$ cat src/pls_pkg.sv
// package for the positional list store: function and status codes, sequencer states
package pls_pkg;

    localparam logic [1:0] FN_INSERT = 2'd0;
    localparam logic [1:0] FN_REMOVE = 2'd1;
    localparam logic [1:0] FN_READ   = 2'd2;

    localparam logic [1:0] STS_OK    = 2'd0;
    localparam logic [1:0] STS_EMPTY = 2'd1;
    localparam logic [1:0] STS_FULL  = 2'd2;
    localparam logic [1:0] STS_RANGE = 2'd3;

    typedef enum logic [3:0] {
        ST_IDLE,
        ST_INS_CHK,
        ST_INS_MOV,
        ST_REM_CHK,
        ST_REM_MOV,
        ST_RD_WAIT,
        ST_FIRST,
        ST_LAST,
        ST_LAST_WAIT,
        ST_DONE
    } state_t;

endpackage

$ cat src/pls_ctrl.sv
// sequencer, element memory and shared index unit of the positional list store
module pls_ctrl #(
    parameter int DEPTH      = 16,
    parameter int DATA_WIDTH = 32,
    localparam int CNT_W     = $clog2(DEPTH + 1),
    localparam int IDX_W     = $clog2(DEPTH)
) (
    input  logic                  clk,
    input  logic                  rst_n,
    input  logic                  in_valid,
    output logic                  in_ready,
    input  logic [1:0]            in_func,
    input  logic [CNT_W-1:0]      in_position,
    input  logic [DATA_WIDTH-1:0] in_value,
    output logic                  res_valid,
    input  logic                  res_ready,
    output logic [1:0]            res_status,
    output logic [DATA_WIDTH-1:0] res_read_value,
    output logic [CNT_W-1:0]      res_count,
    output logic [DATA_WIDTH-1:0] res_first,
    output logic [DATA_WIDTH-1:0] res_last
);

    pls_pkg::state_t state_reg, state_next;

    logic [CNT_W-1:0]      fill_reg, fill_next;
    logic [CNT_W-1:0]      k_reg, k_next;
    logic [CNT_W-1:0]      pos_reg, pos_next;
    logic [DATA_WIDTH-1:0] value_reg, value_next;
    logic [1:0]            status_reg, status_next;
    logic [DATA_WIDTH-1:0] rdval_reg, rdval_next;
    logic [DATA_WIDTH-1:0] first_reg, first_next;
    logic [DATA_WIDTH-1:0] last_reg, last_next;

    logic [DATA_WIDTH-1:0] slots [DEPTH];
    logic [DATA_WIDTH-1:0] rdata_reg;
    logic [IDX_W-1:0]      raddr;
    logic [IDX_W-1:0]      waddr;
    logic [DATA_WIDTH-1:0] wdata;
    logic                  we;

    logic                  step_up;
    logic [CNT_W-1:0]      k_adj;
    logic                  past_end;
    logic [CNT_W-1:0]      fill_m1;

    // shared index unit
    assign step_up  = (state_reg == pls_pkg::ST_REM_CHK) || (state_reg == pls_pkg::ST_REM_MOV);
    assign k_adj    = step_up ? k_reg + CNT_W'(1) : k_reg - CNT_W'(1);
    assign past_end = (in_position >= fill_reg);
    assign fill_m1  = fill_reg - CNT_W'(1);

    assign in_ready       = (state_reg == pls_pkg::ST_IDLE);
    assign res_valid      = (state_reg == pls_pkg::ST_DONE);
    assign res_status     = status_reg;
    assign res_read_value = rdval_reg;
    assign res_count      = fill_reg;
    assign res_first      = first_reg;
    assign res_last       = last_reg;

    // next state
    always_comb
    begin
        state_next = state_reg;
        unique case (state_reg)
            pls_pkg::ST_IDLE:
            begin
                if (in_valid)
                begin
                    case (in_func)
                        pls_pkg::FN_INSERT:
                            state_next = (fill_reg == CNT_W'(DEPTH)) ? pls_pkg::ST_FIRST
                                                                     : pls_pkg::ST_INS_CHK;
                        pls_pkg::FN_REMOVE:
                            state_next = (fill_reg == '0) ? pls_pkg::ST_FIRST
                                                          : pls_pkg::ST_REM_CHK;
                        pls_pkg::FN_READ:
                            state_next = past_end ? pls_pkg::ST_FIRST : pls_pkg::ST_RD_WAIT;
                        default:
                            state_next = pls_pkg::ST_FIRST;
                    endcase
                end
            end
            pls_pkg::ST_INS_CHK:
                state_next = (k_reg > pos_reg) ? pls_pkg::ST_INS_MOV : pls_pkg::ST_FIRST;
            pls_pkg::ST_INS_MOV:
                state_next = pls_pkg::ST_INS_CHK;
            pls_pkg::ST_REM_CHK:
                state_next = (k_adj < fill_reg) ? pls_pkg::ST_REM_MOV : pls_pkg::ST_FIRST;
            pls_pkg::ST_REM_MOV:
                state_next = pls_pkg::ST_REM_CHK;
            pls_pkg::ST_RD_WAIT:
                state_next = pls_pkg::ST_FIRST;
            pls_pkg::ST_FIRST:
                state_next = (fill_reg == '0) ? pls_pkg::ST_DONE : pls_pkg::ST_LAST;
            pls_pkg::ST_LAST:
                state_next = pls_pkg::ST_LAST_WAIT;
            pls_pkg::ST_LAST_WAIT:
                state_next = pls_pkg::ST_DONE;
            pls_pkg::ST_DONE:
                state_next = res_ready ? pls_pkg::ST_IDLE : pls_pkg::ST_DONE;
            default:
                state_next = pls_pkg::ST_IDLE;
        endcase
    end

    // datapath and memory controls
    always_comb
    begin
        fill_next   = fill_reg;
        k_next      = k_reg;
        pos_next    = pos_reg;
        value_next  = value_reg;
        status_next = status_reg;
        rdval_next  = rdval_reg;
        first_next  = first_reg;
        last_next   = last_reg;
        we          = 1'b0;
        waddr       = k_reg[IDX_W-1:0];
        wdata       = rdata_reg;
        raddr       = k_adj[IDX_W-1:0];
        unique case (state_reg)
            pls_pkg::ST_IDLE:
            begin
                if (in_valid)
                begin
                    value_next  = in_value;
                    rdval_next  = '0;
                    status_next = pls_pkg::STS_OK;
                    case (in_func)
                        pls_pkg::FN_INSERT:
                        begin
                            if (fill_reg == CNT_W'(DEPTH))
                                status_next = pls_pkg::STS_FULL;
                            else
                            begin
                                pos_next = past_end ? fill_reg : in_position;
                                k_next   = fill_reg;
                            end
                        end
                        pls_pkg::FN_REMOVE:
                        begin
                            if (fill_reg == '0)
                                status_next = pls_pkg::STS_EMPTY;
                            else
                            begin
                                pos_next = past_end ? fill_m1 : in_position;
                                k_next   = past_end ? fill_m1 : in_position;
                            end
                        end
                        pls_pkg::FN_READ:
                        begin
                            if (past_end)
                                status_next = pls_pkg::STS_RANGE;
                            else
                                raddr = in_position[IDX_W-1:0];
                        end
                        default:
                            status_next = pls_pkg::STS_OK;
                    endcase
                end
            end
            pls_pkg::ST_INS_CHK:
            begin
                if (!(k_reg > pos_reg))
                begin
                    we        = 1'b1;
                    waddr     = pos_reg[IDX_W-1:0];
                    wdata     = value_reg;
                    fill_next = fill_reg + CNT_W'(1);
                end
            end
            pls_pkg::ST_INS_MOV:
            begin
                we     = 1'b1;
                k_next = k_adj;
            end
            pls_pkg::ST_REM_CHK:
            begin
                if (!(k_adj < fill_reg))
                    fill_next = fill_m1;
            end
            pls_pkg::ST_REM_MOV:
            begin
                we     = 1'b1;
                k_next = k_adj;
            end
            pls_pkg::ST_RD_WAIT:
                rdval_next = rdata_reg;
            pls_pkg::ST_FIRST:
            begin
                raddr = '0;
                if (fill_reg == '0)
                begin
                    first_next = '0;
                    last_next  = '0;
                end
            end
            pls_pkg::ST_LAST:
            begin
                first_next = rdata_reg;
                raddr      = fill_m1[IDX_W-1:0];
            end
            pls_pkg::ST_LAST_WAIT:
                last_next = rdata_reg;
            pls_pkg::ST_DONE:
                rdval_next = rdval_reg;
            default:
                rdval_next = rdval_reg;
        endcase
    end

    always_ff @(posedge clk or negedge rst_n)
    begin
        if (!rst_n)
        begin
            state_reg <= pls_pkg::ST_IDLE;
            fill_reg  <= '0;
        end
        else
        begin
            state_reg <= state_next;
            fill_reg  <= fill_next;
        end
    end

    always_ff @(posedge clk)
    begin
        k_reg      <= k_next;
        pos_reg    <= pos_next;
        value_reg  <= value_next;
        status_reg <= status_next;
        rdval_reg  <= rdval_next;
        first_reg  <= first_next;
        last_reg   <= last_next;
    end

    // element memory, one write and one registered read port
    always_ff @(posedge clk)
    begin
        if (we)
            slots[waddr] <= wdata;
    end

    always_ff @(posedge clk)
    begin
        rdata_reg <= slots[raddr];
    end

    a_fill_bound: assert property (@(posedge clk) disable iff (!rst_n)
        fill_reg <= CNT_W'(DEPTH))
        else $error("element count above depth");

    a_fill_only_at_end: assert property (@(posedge clk) disable iff (!rst_n)
        (state_reg != pls_pkg::ST_INS_CHK && state_reg != pls_pkg::ST_REM_CHK)
        |=> $stable(fill_reg))
        else $error("element count changed outside the end of a shift");

    a_ins_move_range: assert property (@(posedge clk) disable iff (!rst_n)
        state_reg == pls_pkg::ST_INS_MOV |-> (k_reg > pos_reg && k_reg < CNT_W'(DEPTH)))
        else $error("insert move outside the shifted range");

    a_rem_move_range: assert property (@(posedge clk) disable iff (!rst_n)
        state_reg == pls_pkg::ST_REM_MOV
        |-> ({1'b0, k_reg} + (CNT_W + 1)'(1) < {1'b0, fill_reg}))
        else $error("remove move outside the stored elements");

endmodule

$ cat src/positional_list_store.sv
// top level of the positional list store: stream ports and output register
//
// A bounded ordered list of up to DEPTH words. Each input word inserts, removes or reads
// one element at a position; for an insert or a remove, positions at or past the count
// mean the end of the list, and a read there returns the range status. Every result word
// carries the status, the read element, the count and the first and last elements. The
// block works on one word at a time and drops s_axis_tready until it is done. Elements
// sit in a single-port-read memory, so every element moved by an insert or a remove is
// read by a check state and written back one place over by a move state. Before the
// result, the first and then the last element are fetched, both skipped when the list
// ends up empty. A finished result waits in the output register, so the next word is
// accepted while it is still pending.
module positional_list_store #(
    parameter int DEPTH      = 16,
    parameter int DATA_WIDTH = 32,
    localparam int CNT_W     = $clog2(DEPTH + 1),
    localparam int IN_W      = ((CNT_W + DATA_WIDTH + 7) / 8) * 8,
    localparam int OUT_W     = ((3 * DATA_WIDTH + CNT_W + 7) / 8) * 8
) (
    input  logic             clk,
    input  logic             rst_n,
    input  logic             s_axis_tvalid,
    output logic             s_axis_tready,
    input  logic [IN_W-1:0]  s_axis_tdata,   // position, value
    input  logic [1:0]       s_axis_tuser,   // func
    output logic             m_axis_tvalid,
    input  logic             m_axis_tready,
    output logic [OUT_W-1:0] m_axis_tdata,   // read_value, element_count, first_value, last_value
    output logic [1:0]       m_axis_tuser    // status
);

    logic                  res_valid;
    logic                  res_ready;
    logic [1:0]            res_status;
    logic [DATA_WIDTH-1:0] res_read_value;
    logic [CNT_W-1:0]      res_count;
    logic [DATA_WIDTH-1:0] res_first;
    logic [DATA_WIDTH-1:0] res_last;

    logic                  out_valid_reg, out_valid_next;
    logic [1:0]            out_status_reg, out_status_next;
    logic [DATA_WIDTH-1:0] out_rdval_reg, out_rdval_next;
    logic [CNT_W-1:0]      out_count_reg, out_count_next;
    logic [DATA_WIDTH-1:0] out_first_reg, out_first_next;
    logic [DATA_WIDTH-1:0] out_last_reg, out_last_next;

    pls_ctrl #(
        .DEPTH      (DEPTH),
        .DATA_WIDTH (DATA_WIDTH)
    ) u_ctrl (
        .clk            (clk),
        .rst_n          (rst_n),
        .in_valid       (s_axis_tvalid),
        .in_ready       (s_axis_tready),
        .in_func        (s_axis_tuser),
        .in_position    (s_axis_tdata[CNT_W-1:0]),
        .in_value       (s_axis_tdata[CNT_W +: DATA_WIDTH]),
        .res_valid      (res_valid),
        .res_ready      (res_ready),
        .res_status     (res_status),
        .res_read_value (res_read_value),
        .res_count      (res_count),
        .res_first      (res_first),
        .res_last       (res_last)
    );

    assign res_ready = !out_valid_reg || m_axis_tready;

    always_comb
    begin
        out_valid_next  = out_valid_reg;
        out_status_next = out_status_reg;
        out_rdval_next  = out_rdval_reg;
        out_count_next  = out_count_reg;
        out_first_next  = out_first_reg;
        out_last_next   = out_last_reg;
        if (m_axis_tready)
            out_valid_next = 1'b0;
        if (res_valid && res_ready)
        begin
            out_valid_next  = 1'b1;
            out_status_next = res_status;
            out_rdval_next  = res_read_value;
            out_count_next  = res_count;
            out_first_next  = res_first;
            out_last_next   = res_last;
        end
    end

    always_ff @(posedge clk or negedge rst_n)
    begin
        if (!rst_n)
            out_valid_reg <= 1'b0;
        else
            out_valid_reg <= out_valid_next;
    end

    always_ff @(posedge clk)
    begin
        out_status_reg <= out_status_next;
        out_rdval_reg  <= out_rdval_next;
        out_count_reg  <= out_count_next;
        out_first_reg  <= out_first_next;
        out_last_reg   <= out_last_next;
    end

    assign m_axis_tvalid = out_valid_reg;
    assign m_axis_tuser  = out_status_reg;
    assign m_axis_tdata  = OUT_W'({out_last_reg, out_first_reg, out_count_reg, out_rdval_reg});

endmodule
$ cat config.mk
export PLATFORM = sky130hd
export DESIGN_NAME = positional_list_store
export DESIGN_NICKNAME = d
export VERILOG_FILES = /design/src/pls_pkg.sv /design/src/pls_ctrl.sv /design/src/positional_list_store.sv
export SDC_FILE = /design/constraint.sdc
export NUM_CORES = 1
export LEC_CHECK = 0
export ABC_AREA = 1
export BUFFER_PORTS_ARGS = -buffer_cell sky130_fd_sc_hd__buf_4
export CAP_MARGIN = 0
export CORE_UTILIZATION = 45
export CTS_BUF_LIST = sky130_fd_sc_hd__clkbuf_8
export DETAILED_ROUTE_END_ITERATION = 10
export GPL_ROUTABILITY_DRIVEN = 0
export PLACE_DENSITY_LB_ADDON = 0.08
export SLEW_MARGIN = 20
export SYNTH_ARGS = -nofsm -noshare
export SYNTH_HDL_FRONTEND = slang
export SYNTH_SLANG_ARGS = --single-unit
$ cat constraint.sdc
create_clock -name clk -period 10.3 [get_ports clk]
set_input_delay 0.515 -clock clk [delete_from_list [all_inputs] [get_ports clk]]
set_output_delay 0.515 -clock clk [all_outputs]
set_load 0.05 [all_outputs]
==> out/qor_table.md, run 1 <==
| Quantity | Reported |
| --- | --- |
| Outcome | finished clean |
| Buffers plus inverters on the worst setup path | 3 |
| Resized cells post-CTS | 0 |
| Max-slew headroom at the worst pin | 21.1% |
| Max FFs per register | 512 |
| Hold slack final | 0.0767 ns |
| Number of H-tree levels | 4 |
| Post-detail-place hpwl | 43,900 µm |
| Unique masters post-synth | 43 |
| Design Area, Final | 0.0388 mm² |
| Via count of the first global-routing pass | 21,900 |
| Final critical delay including setup and external delays | 4.76 ns |
| Crit path DAT | 5.42 ns |
| Max Cap Violations | 0 |
| Kind of path behind the tightest hold check | in2reg |
| GRT Resource Usage Total | 22.8% |
| Vias per Instance | 5.23 |
| Kind of start point of the critical path | register |
| First-pass GRT wire length | 129,000 µm |
| Clock latency on the worst-skew pair | 0.79 ns |
| Share of synthesized area occupied by flip-flops and latches | 69.9% |
| Flip-flop and latch count after synthesis | 797 |
| Library cell used as clock root buffer | clkbuf_8 |
| Die area | 0.0761 mm² |
| Clock Skews | 0.0365 ns |
| Synthesized cell area | 0.0337 mm² |
| Setup Crit Path Kind | reg2reg |
| Library cell contributing the largest single delay on the critical path | buf_4 |
| Placeable core area | 0.0743 mm² |
| Leading cell types in the layout, fill and taps excluded | edfxtp_1 (755), inv_1 (643), nand3_1 (469), nand2_1 (400), nand4_1 (259) |
| Clock tree from TritonCTS | done |
| Power density normalized to cell area | 347 mW/mm² |
| Average instance area after synthesis | 11.3 µm² |
| First-iteration detailed-routing DRC count | 1,735 |
| Number of antenna violations at the first check in global routing | 1 |
| Number of detailed-route iterations in the first pass | 5 |
| Leakage power summed over all cells | 16.2 nW |
| Longest Clk Path Bufs | 3 |
| I/O Pins | 154 |
| Final Max Tran Viols | 0 |
| Worst path most repeated cell | nand2_1 |
| Vias post-DR | 22,400 |
| Most common cell after layout, fill and taps aside | edfxtp_1 |
| Worst vdd ir | 0.468 mV |
| Wirelength per Cell | 20.1 µm |
| Number of clock buffers inserted by TritonCTS | 135 |
| Remaining Overflow, GRT | 0 |
| # nets final | 3,257 |
| Sort of element at the end of the critical path | register |
| Count of endpoints failing hold in the final timing report | 0 |
| Standard-cell row count | 100 |
| Setup repair after global routing missed its margin | false |
| Instance area at placement | 0.0359 mm² |
| Post-route ant nets | 0 |
| Remaining design rule violation count | 0 |
| Sinks on the clock net | 797 |
| Timing-limited maximum frequency | 210 MHz |
| Slew of the pin with the lowest slew margin | 1.18 ns |
| Die outline height | 276 µm |
| Warning count from the yosys run | 0 |
| Final period util | 46.3% |
| Required time reported for the critical path endpoint | 10.96 ns |
| Count of final setup violators | 0 |
| Fraction of layout instances using a drive strength above 1 | 13.7% |
| Critical path, cell by cell | inv_1 > ha_1 > nand2_1 > nand2_1 > nand2_1 > nand2_1 > nor2_2 > nand4_1 > nand3_4 > buf_6 > buf_4 > nand2_1 > nand3_1 > nand3_1 > nand3_1 > nand2_1 |
| Synth Instances | 2,981 |
| Count of buffers inserted at the top-level ports | 147 |
| Top register by number of flip-flops | u_ctrl.slots |
| CTS clk-pin slew, worst paths | 0.06 ns |
| Largest incremental delay on the critical path | 0.77 ns |
| Cell class contributing the biggest share of worst-path delay | simple AND/OR/NAND/NOR gates |
| DIE WIDTH | 276 µm |
| Initial cell density of the core | 45.4% |
| Post-CTS setup buffer count | 0 |
| Peak fanout along the critical path | 97 |
| Sum of negative setup slack | 0 ns |
| Area growth syn-to-layout | 15.0% |
| Pin count of the biggest net entering global routing | 184 |
| DRT Wirelength | 85,800 µm |
cell usage after synthesis:
library cell	count	share of area, %
inv_2	8	0.089
nor2_2	2	0.037
nand2_2	6	0.11
buf_2	85	1.3
clkbuf_1	64	0.71
o211ai_1	3	0.067
o21ai_4	1	0.048
buf_1	9	0.10
buf_6	13	0.43
xor2_1	6	0.16
a32o_1	1	0.030
nand3_2	1	0.030
nor2_8	2	0.12
a21oi_2	1	0.026
o21bai_1	1	0.022
o2111ai_1	1	0.026
a31oi_1	4	0.074
o21a_1	1	0.022
nand2_8	1	0.059
inv_1	593	6.6
or2_2	1	0.019
conb_1	1	0.011
nor4_1	1	0.019
inv_6	1	0.026
nor2_1	136	1.5
a22oi_1	2	0.044
o31ai_1	2	0.044
nand4_1	259	4.8
nand4_2	1	0.037
o21ai_0	56	0.83
a21oi_1	11	0.16
nor2_4	2	0.067
o221ai_1	2	0.052
ha_1	18	0.67
nand3_1	470	7.0
dfxtp_1	32	1.9
dfrtp_1	10	0.74
buf_4	9	0.20
nand2_4	3	0.10
nand2_1	403	4.5
xnor2_1	2	0.052
edfxtp_1	755	67
inv_4	1	0.019
layout make-up:
| type | count | area (µm²) |
|---|---|---|
| antenna | 2 | 5.00 |
| clock buffer | 143 | 1970 |
| clock inverter | 104 | 599 |
| fill | 6570 | 35500 |
| inverter | 603 | 2270 |
| multi-input combinational | 1403 | 7170 |
| sequential | 797 | 23600 |
| tap | 969 | 1210 |
| timing repair buffer | 253 | 2000 |
final timing paths:
kind / startpoint / to / slack, ns / cells after the start
worst max-delay path: u_ctrl.res_count[2]$_DFFE_PN0P_ / u_ctrl.rdata_reg[2]$_DFF_P_ / 5.54 / 16
worst min-delay path: s_axis_tuser[1] / u_ctrl.res_status[1]$_DFFE_PP_ / 0.08 / 2
worst max register to register: u_ctrl.res_count[2]$_DFFE_PN0P_ / u_ctrl.rdata_reg[2]$_DFF_P_ / 5.54 / 16
worst min register to register: u_ctrl.res_last[26]$_SDFFCE_PN0P_ / out_last_reg[26]$_DFFE_PP_ / 0.41 / 0
max in group asynchronous: rst_n / u_ctrl.state_reg[1]$_DFFE_PN0P_ / 10.02 / 2
min in group asynchronous: rst_n / u_ctrl.res_count[0]$_DFFE_PN0P_ / 0.13 / 2
kinds of logic after synthesis:
family,count (synthesis),synth area share (%)
and+or+nand+nor,1288,18.4
DFF,797,69.9
buffers and inverters,783,9.44
AOI/OAI and AO/OA,86,1.45
adders and majority gates,18,0.668
xor gates and xnor gates,8,0.208
other,1,0.0111
routing by layer:
layer | track usage [%] | vias to the layer above | wire (µm)
met5 | 0 | - | 0
met4 | 8.63 | 0 | 2240
met3 | 4.13 | 167 | 4890
met2 | 37.4 | 743 | 41400
met1 | 30.1 | 10800 | 37300
li1 | - | 10600 | -
report_power, final:
group	internal (mW)	switching [mW]	total (mW)
combinational	1.63	4.36	5.99
sequential	4.65	0.146	4.79
clock	1.40	1.27	2.68
total	7.68	5.78	13.5
per-stage QoR:
step	power (mW)	cells	utilization (%)	setup WS (ns)
3_5_place_dp	10.9	3991	48.3	5.34
5_1_grt	14.4	4273	52.2	5.19
3_3_place_gp	10.8	3991	48.3	5.37
6_report	13.5	4274	52.2	5.54
2_1_floorplan	8.99	2983	-	4.61
4_1_cts	13.6	4272	52.2	5.31
what timing repair did:
| action | CTS | global route |
|---|---|---|
| endpoints found under the hold margin | 43 | 0 |
| hold buffers | 34 | 0 |
| setup endpoints to repair | 0 | 0 |
Note: power is estimated with default switching activity, not from simulation.
==> run 2: changes to the inputs <==
clock period = 4.9 ns   (was 10.3 ns; I/O delays follow)
==> out/qor_table.md, run 2 (same netlist as run 1, synthesis figures left out) <==
| Quantity | Reported | Delta |
| --- | --- | --- |
| I/O Pins | 154 | unchanged |
| Vias per Instance | 5.27 | was 5.23 |
| Power density normalized to cell area | 731 mW/mm² | was 347 mW/mm² |
| Count of endpoints failing hold in the final timing report | 0 | unchanged |
| Number of clock buffers inserted by TritonCTS | 135 | unchanged |
| Max Cap Violations | 0 | unchanged |
| Share of total power in sequential cells | 35.2% | was 35.6% |
| GRT Resource Usage Total | 23.1% | was 22.8% |
| Sort of element at the end of the critical path | register | unchanged |
| Cell class contributing the biggest share of worst-path delay | buffers and inverters | was simple AND/OR/NAND/NOR gates |
| Clock latency on the worst-skew pair | 0.79 ns | about the same |
| Power share of the clock group | 19.6% | was 19.9% |
| Critical path, cell by cell | inv_1 > ha_1 > nand3_1 > nor2_1 > nor2_2 > nand4_1 > buf_4 > buf_12 > nand4_1 > nand3_1 > nand3_1 > nand3_1 > nand2_1 | was inv_1 > ha_1 > nand2_1 > nand2_1 > nand2_1 > nand2_1 > nor2_2 > nand4_1 > nand3_4 > buf_6 > buf_4 > nand2_1 > nand3_1 > nand3_1 > nand3_1 > nand2_1 |
| Hold Path Stages | 2 | unchanged |
| Wirelength per Cell | 20.2 µm | was 20.1 µm |
| DRT Wirelength | 86,700 µm | was 85,800 µm |
| Number of cells traversed by the worst register-to-register path | 13 | was 16 |
| Proportion of total power due to net switching | 42.9% | was 43.0% |
| Remaining design rule violation count | 0 | unchanged |
| Cell-internal power | 16.3 mW | was 7.68 mW |
| # nets final | 3,273 | was 3,257 |
| First-pass GRT wire length | 131,000 µm | was 129,000 µm |
| Via count of the first global-routing pass | 22,300 | was 21,900 |
| Crit path DAT | 4.63 ns | was 5.42 ns |
| Required time reported for the critical path endpoint | 5.54 ns | was 10.96 ns |
| Peak fanout along the critical path | 194 | was 97 |
| Top register by number of flip-flops | u_ctrl.slots | unchanged |
| Area growth syn-to-layout | 16.1% | was 15.0% |
| Initial cell density of the core | 45.4% | unchanged |
| Outcome | finished clean | unchanged |
| Number of H-tree levels | 4 | unchanged |
| Slew of the pin with the lowest slew margin | 1.13 ns | was 1.18 ns |
| Setup Crit Path Kind | reg2reg | unchanged |
| Clock Skews | 0.0414 ns | was 0.0365 ns |
| Number of detailed-route iterations in the first pass | 5 | unchanged |
| Worst path most repeated cell | nand3_1 | was nand2_1 |
| Final setup margin | 0.902 ns | was 5.54 ns |
| Fraction of layout instances using a drive strength above 1 | 13.7% | about the same |
| Kind of path behind the tightest hold check | in2reg | unchanged |
| Post-detail-place hpwl | 44,100 µm | was 43,900 µm |
| Final Max Tran Viols | 0 | unchanged |
| Most common cell after layout, fill and taps aside | edfxtp_1 | unchanged |
| Leakage power summed over all cells | 16.4 nW | was 16.2 nW |
| Sinks on the clock net | 797 | unchanged |
| Endpoint of the worst hold-timing path | u_ctrl.value_reg[25]$_DFFE_PP_ | was u_ctrl.res_status[1]$_DFFE_PP_ |
| Sw power | 12.3 mW | was 5.78 mW |
| R2R Path Start | u_ctrl.res_count[2]$_DFFE_PN0P_ | unchanged |
| Number of antenna violations at the first check in global routing | 1 | unchanged |
| Die outline height | 276 µm | unchanged |
| Largest incremental delay on the critical path | 0.72 ns | was 0.77 ns |
| Endpoint of the worst register-to-register path | u_ctrl.rdata_reg[6]$_DFF_P_ | was u_ctrl.rdata_reg[2]$_DFF_P_ |
| Remaining Overflow, GRT | 0 | unchanged |
| Library cell used as clock root buffer | clkbuf_8 | unchanged |
| CTS clk-pin slew, worst paths | 0.06 ns | about the same |
| Sum of negative setup slack | 0 ns | unchanged |
| Max FFs per register | 512 | unchanged |
| Pre-CTS WS | 1.06 ns | was 5.34 ns |
| Buffers plus inverters on the worst setup path | 3 | unchanged |
| Post-route ant nets | 0 | unchanged |
| Pin count of the biggest net entering global routing | 200 | was 184 |
| Final critical delay including setup and external delays | 4.00 ns | was 4.76 ns |
| Vias post-DR | 22,600 | was 22,400 |
| Library cell contributing the largest single delay on the critical path | buf_12 | was buf_4 |
| FF-to-FF setup slack | 0.90 ns | was 5.54 ns |
| Leading cell types in the layout, fill and taps excluded | edfxtp_1 (755), inv_1 (648), nand3_1 (469), nand2_1 (401), nand4_1 (259) | was edfxtp_1 (755), inv_1 (643), nand3_1 (469), nand2_1 (400), nand4_1 (259) |
| Clock tree from TritonCTS | done | unchanged |
| Setup repair after global routing missed its margin | false | unchanged |
| Standard-cell row count | 100 | unchanged |
| Startpoint of the tightest hold check path | s_axis_tdata[30] | was s_axis_tuser[1] |
| Kind of start point of the critical path | register | unchanged |
| Combinational group share of total power | 45.2% | was 44.5% |
| Max-slew headroom at the worst pin | 24.8% | was 21.1% |
| Resized cells post-CTS | 0 | unchanged |
| Count of buffers inserted at the top-level ports | 147 | unchanged |
| First-iteration detailed-routing DRC count | 2,072 | was 1,735 |
| Placeable core area | 0.0743 mm² | unchanged |
| Final-layout fill cell count | 6,578 | was 6,570 |
| DIE WIDTH | 276 µm | unchanged |
| Final period util | 81.6% | was 46.3% |
| Longest Clk Path Bufs | 3 | unchanged |
| Timing-limited maximum frequency | 250 MHz | was 210 MHz |
| Worst vdd ir | 0.719 mV | was 0.468 mV |
| Die area | 0.0761 mm² | unchanged |
| Count of final setup violators | 0 | unchanged |
## run 2: cell count changes in the layout (fill, tap and decap cells not counted), moves of 3 or more
cell,previous run,this run
buf_12,1,18
buf_4,217,207
dlygate4sd3_1,34,44
clkinv_2,18,11
clkbuf_8,143,149
inv_1,643,648
diode_2,2,5
inv_8,5,2
## run 2: layout make-up
class / count / area [µm²] / share of cell area [%]
timing repair buffer: 269 / 2350 / 6.01
clock buffer: 149 / 2050 / 5.24
sequential: 797 / 23600 / 60.2
multi-input combinational: 1403 / 7180 / 18.3
inverter: 603 / 2270 / 5.80
tap: 969 / 1210 / 3.10
antenna: 5 / 12.5 / 0.0320
clock inverter: 99 / 514 / 1.31
## run 2: how the worst max path moves through the flow
stage                                              end  cells after the start                             from  slack [ns]
final                      u_ctrl.rdata_reg[6]$_DFF_P_                     13  u_ctrl.res_count[2]$_DFFE_PN0P_        0.90
after global routing      u_ctrl.rdata_reg[13]$_DFF_P_                     13  u_ctrl.res_count[2]$_DFFE_PN0P_        0.64
after CTS                  u_ctrl.rdata_reg[6]$_DFF_P_                     13  u_ctrl.res_count[2]$_DFFE_PN0P_        1.04
after detailed placement   u_ctrl.rdata_reg[6]$_DFF_P_                     15  u_ctrl.res_count[4]$_DFFE_PN0P_        1.06
after global placement     u_ctrl.rdata_reg[5]$_DFF_P_                     15  u_ctrl.res_count[2]$_DFFE_PN0P_        1.10
after floorplan              m_axis_tuser[0]$_DFFE_PP_                      4  u_ctrl.state_reg[0]$_DFFE_PN0P_        0.94
## run 2: timing repair
action	in CTS	in global routing
hold buffers	44	0
setup buffers	0	0
hold endpoints to repair	61	0
## run 2: stage by stage
stage | power (mW) | instances | hold WS, ns | util (%) | area [µm²]
after floorplan | 18.9 | 2983 | -0.0506 | - | 33700
after global placement | 22.9 | 3997 | 0.0855 | 48.6 | 36100
after detailed placement | 23.1 | 3997 | 0.0857 | 48.6 | 36100
after CTS | 28.8 | 4289 | 0.118 | 52.7 | 39100
after global routing | 30.4 | 4292 | 0.148 | 52.7 | 39100
final | 28.6 | 4294 | 0.182 | 52.7 | 39200
## run 2: layer usage
metal  track usage [%]  vias to the layer above  share of wire [%]
met4              8.13                        0                2.3
li1                  -                    10700                  -
met5                 0                        -                  0
met3              4.11                      154                6.5
met2              37.4                      809                 47
met1              31.3                    11000                 44
## run 2: power groups by stage
stage               Clock, mW  Sequential, mW  Combinational (mW)
global route             6.05            10.2                14.2
finish                   5.60            10.1                12.9
floorplan                   0            10.3                8.57
detailed placement          0            10.2                12.9
global placement            0            10.2                12.7
CTS                      5.75            10.1                13.0
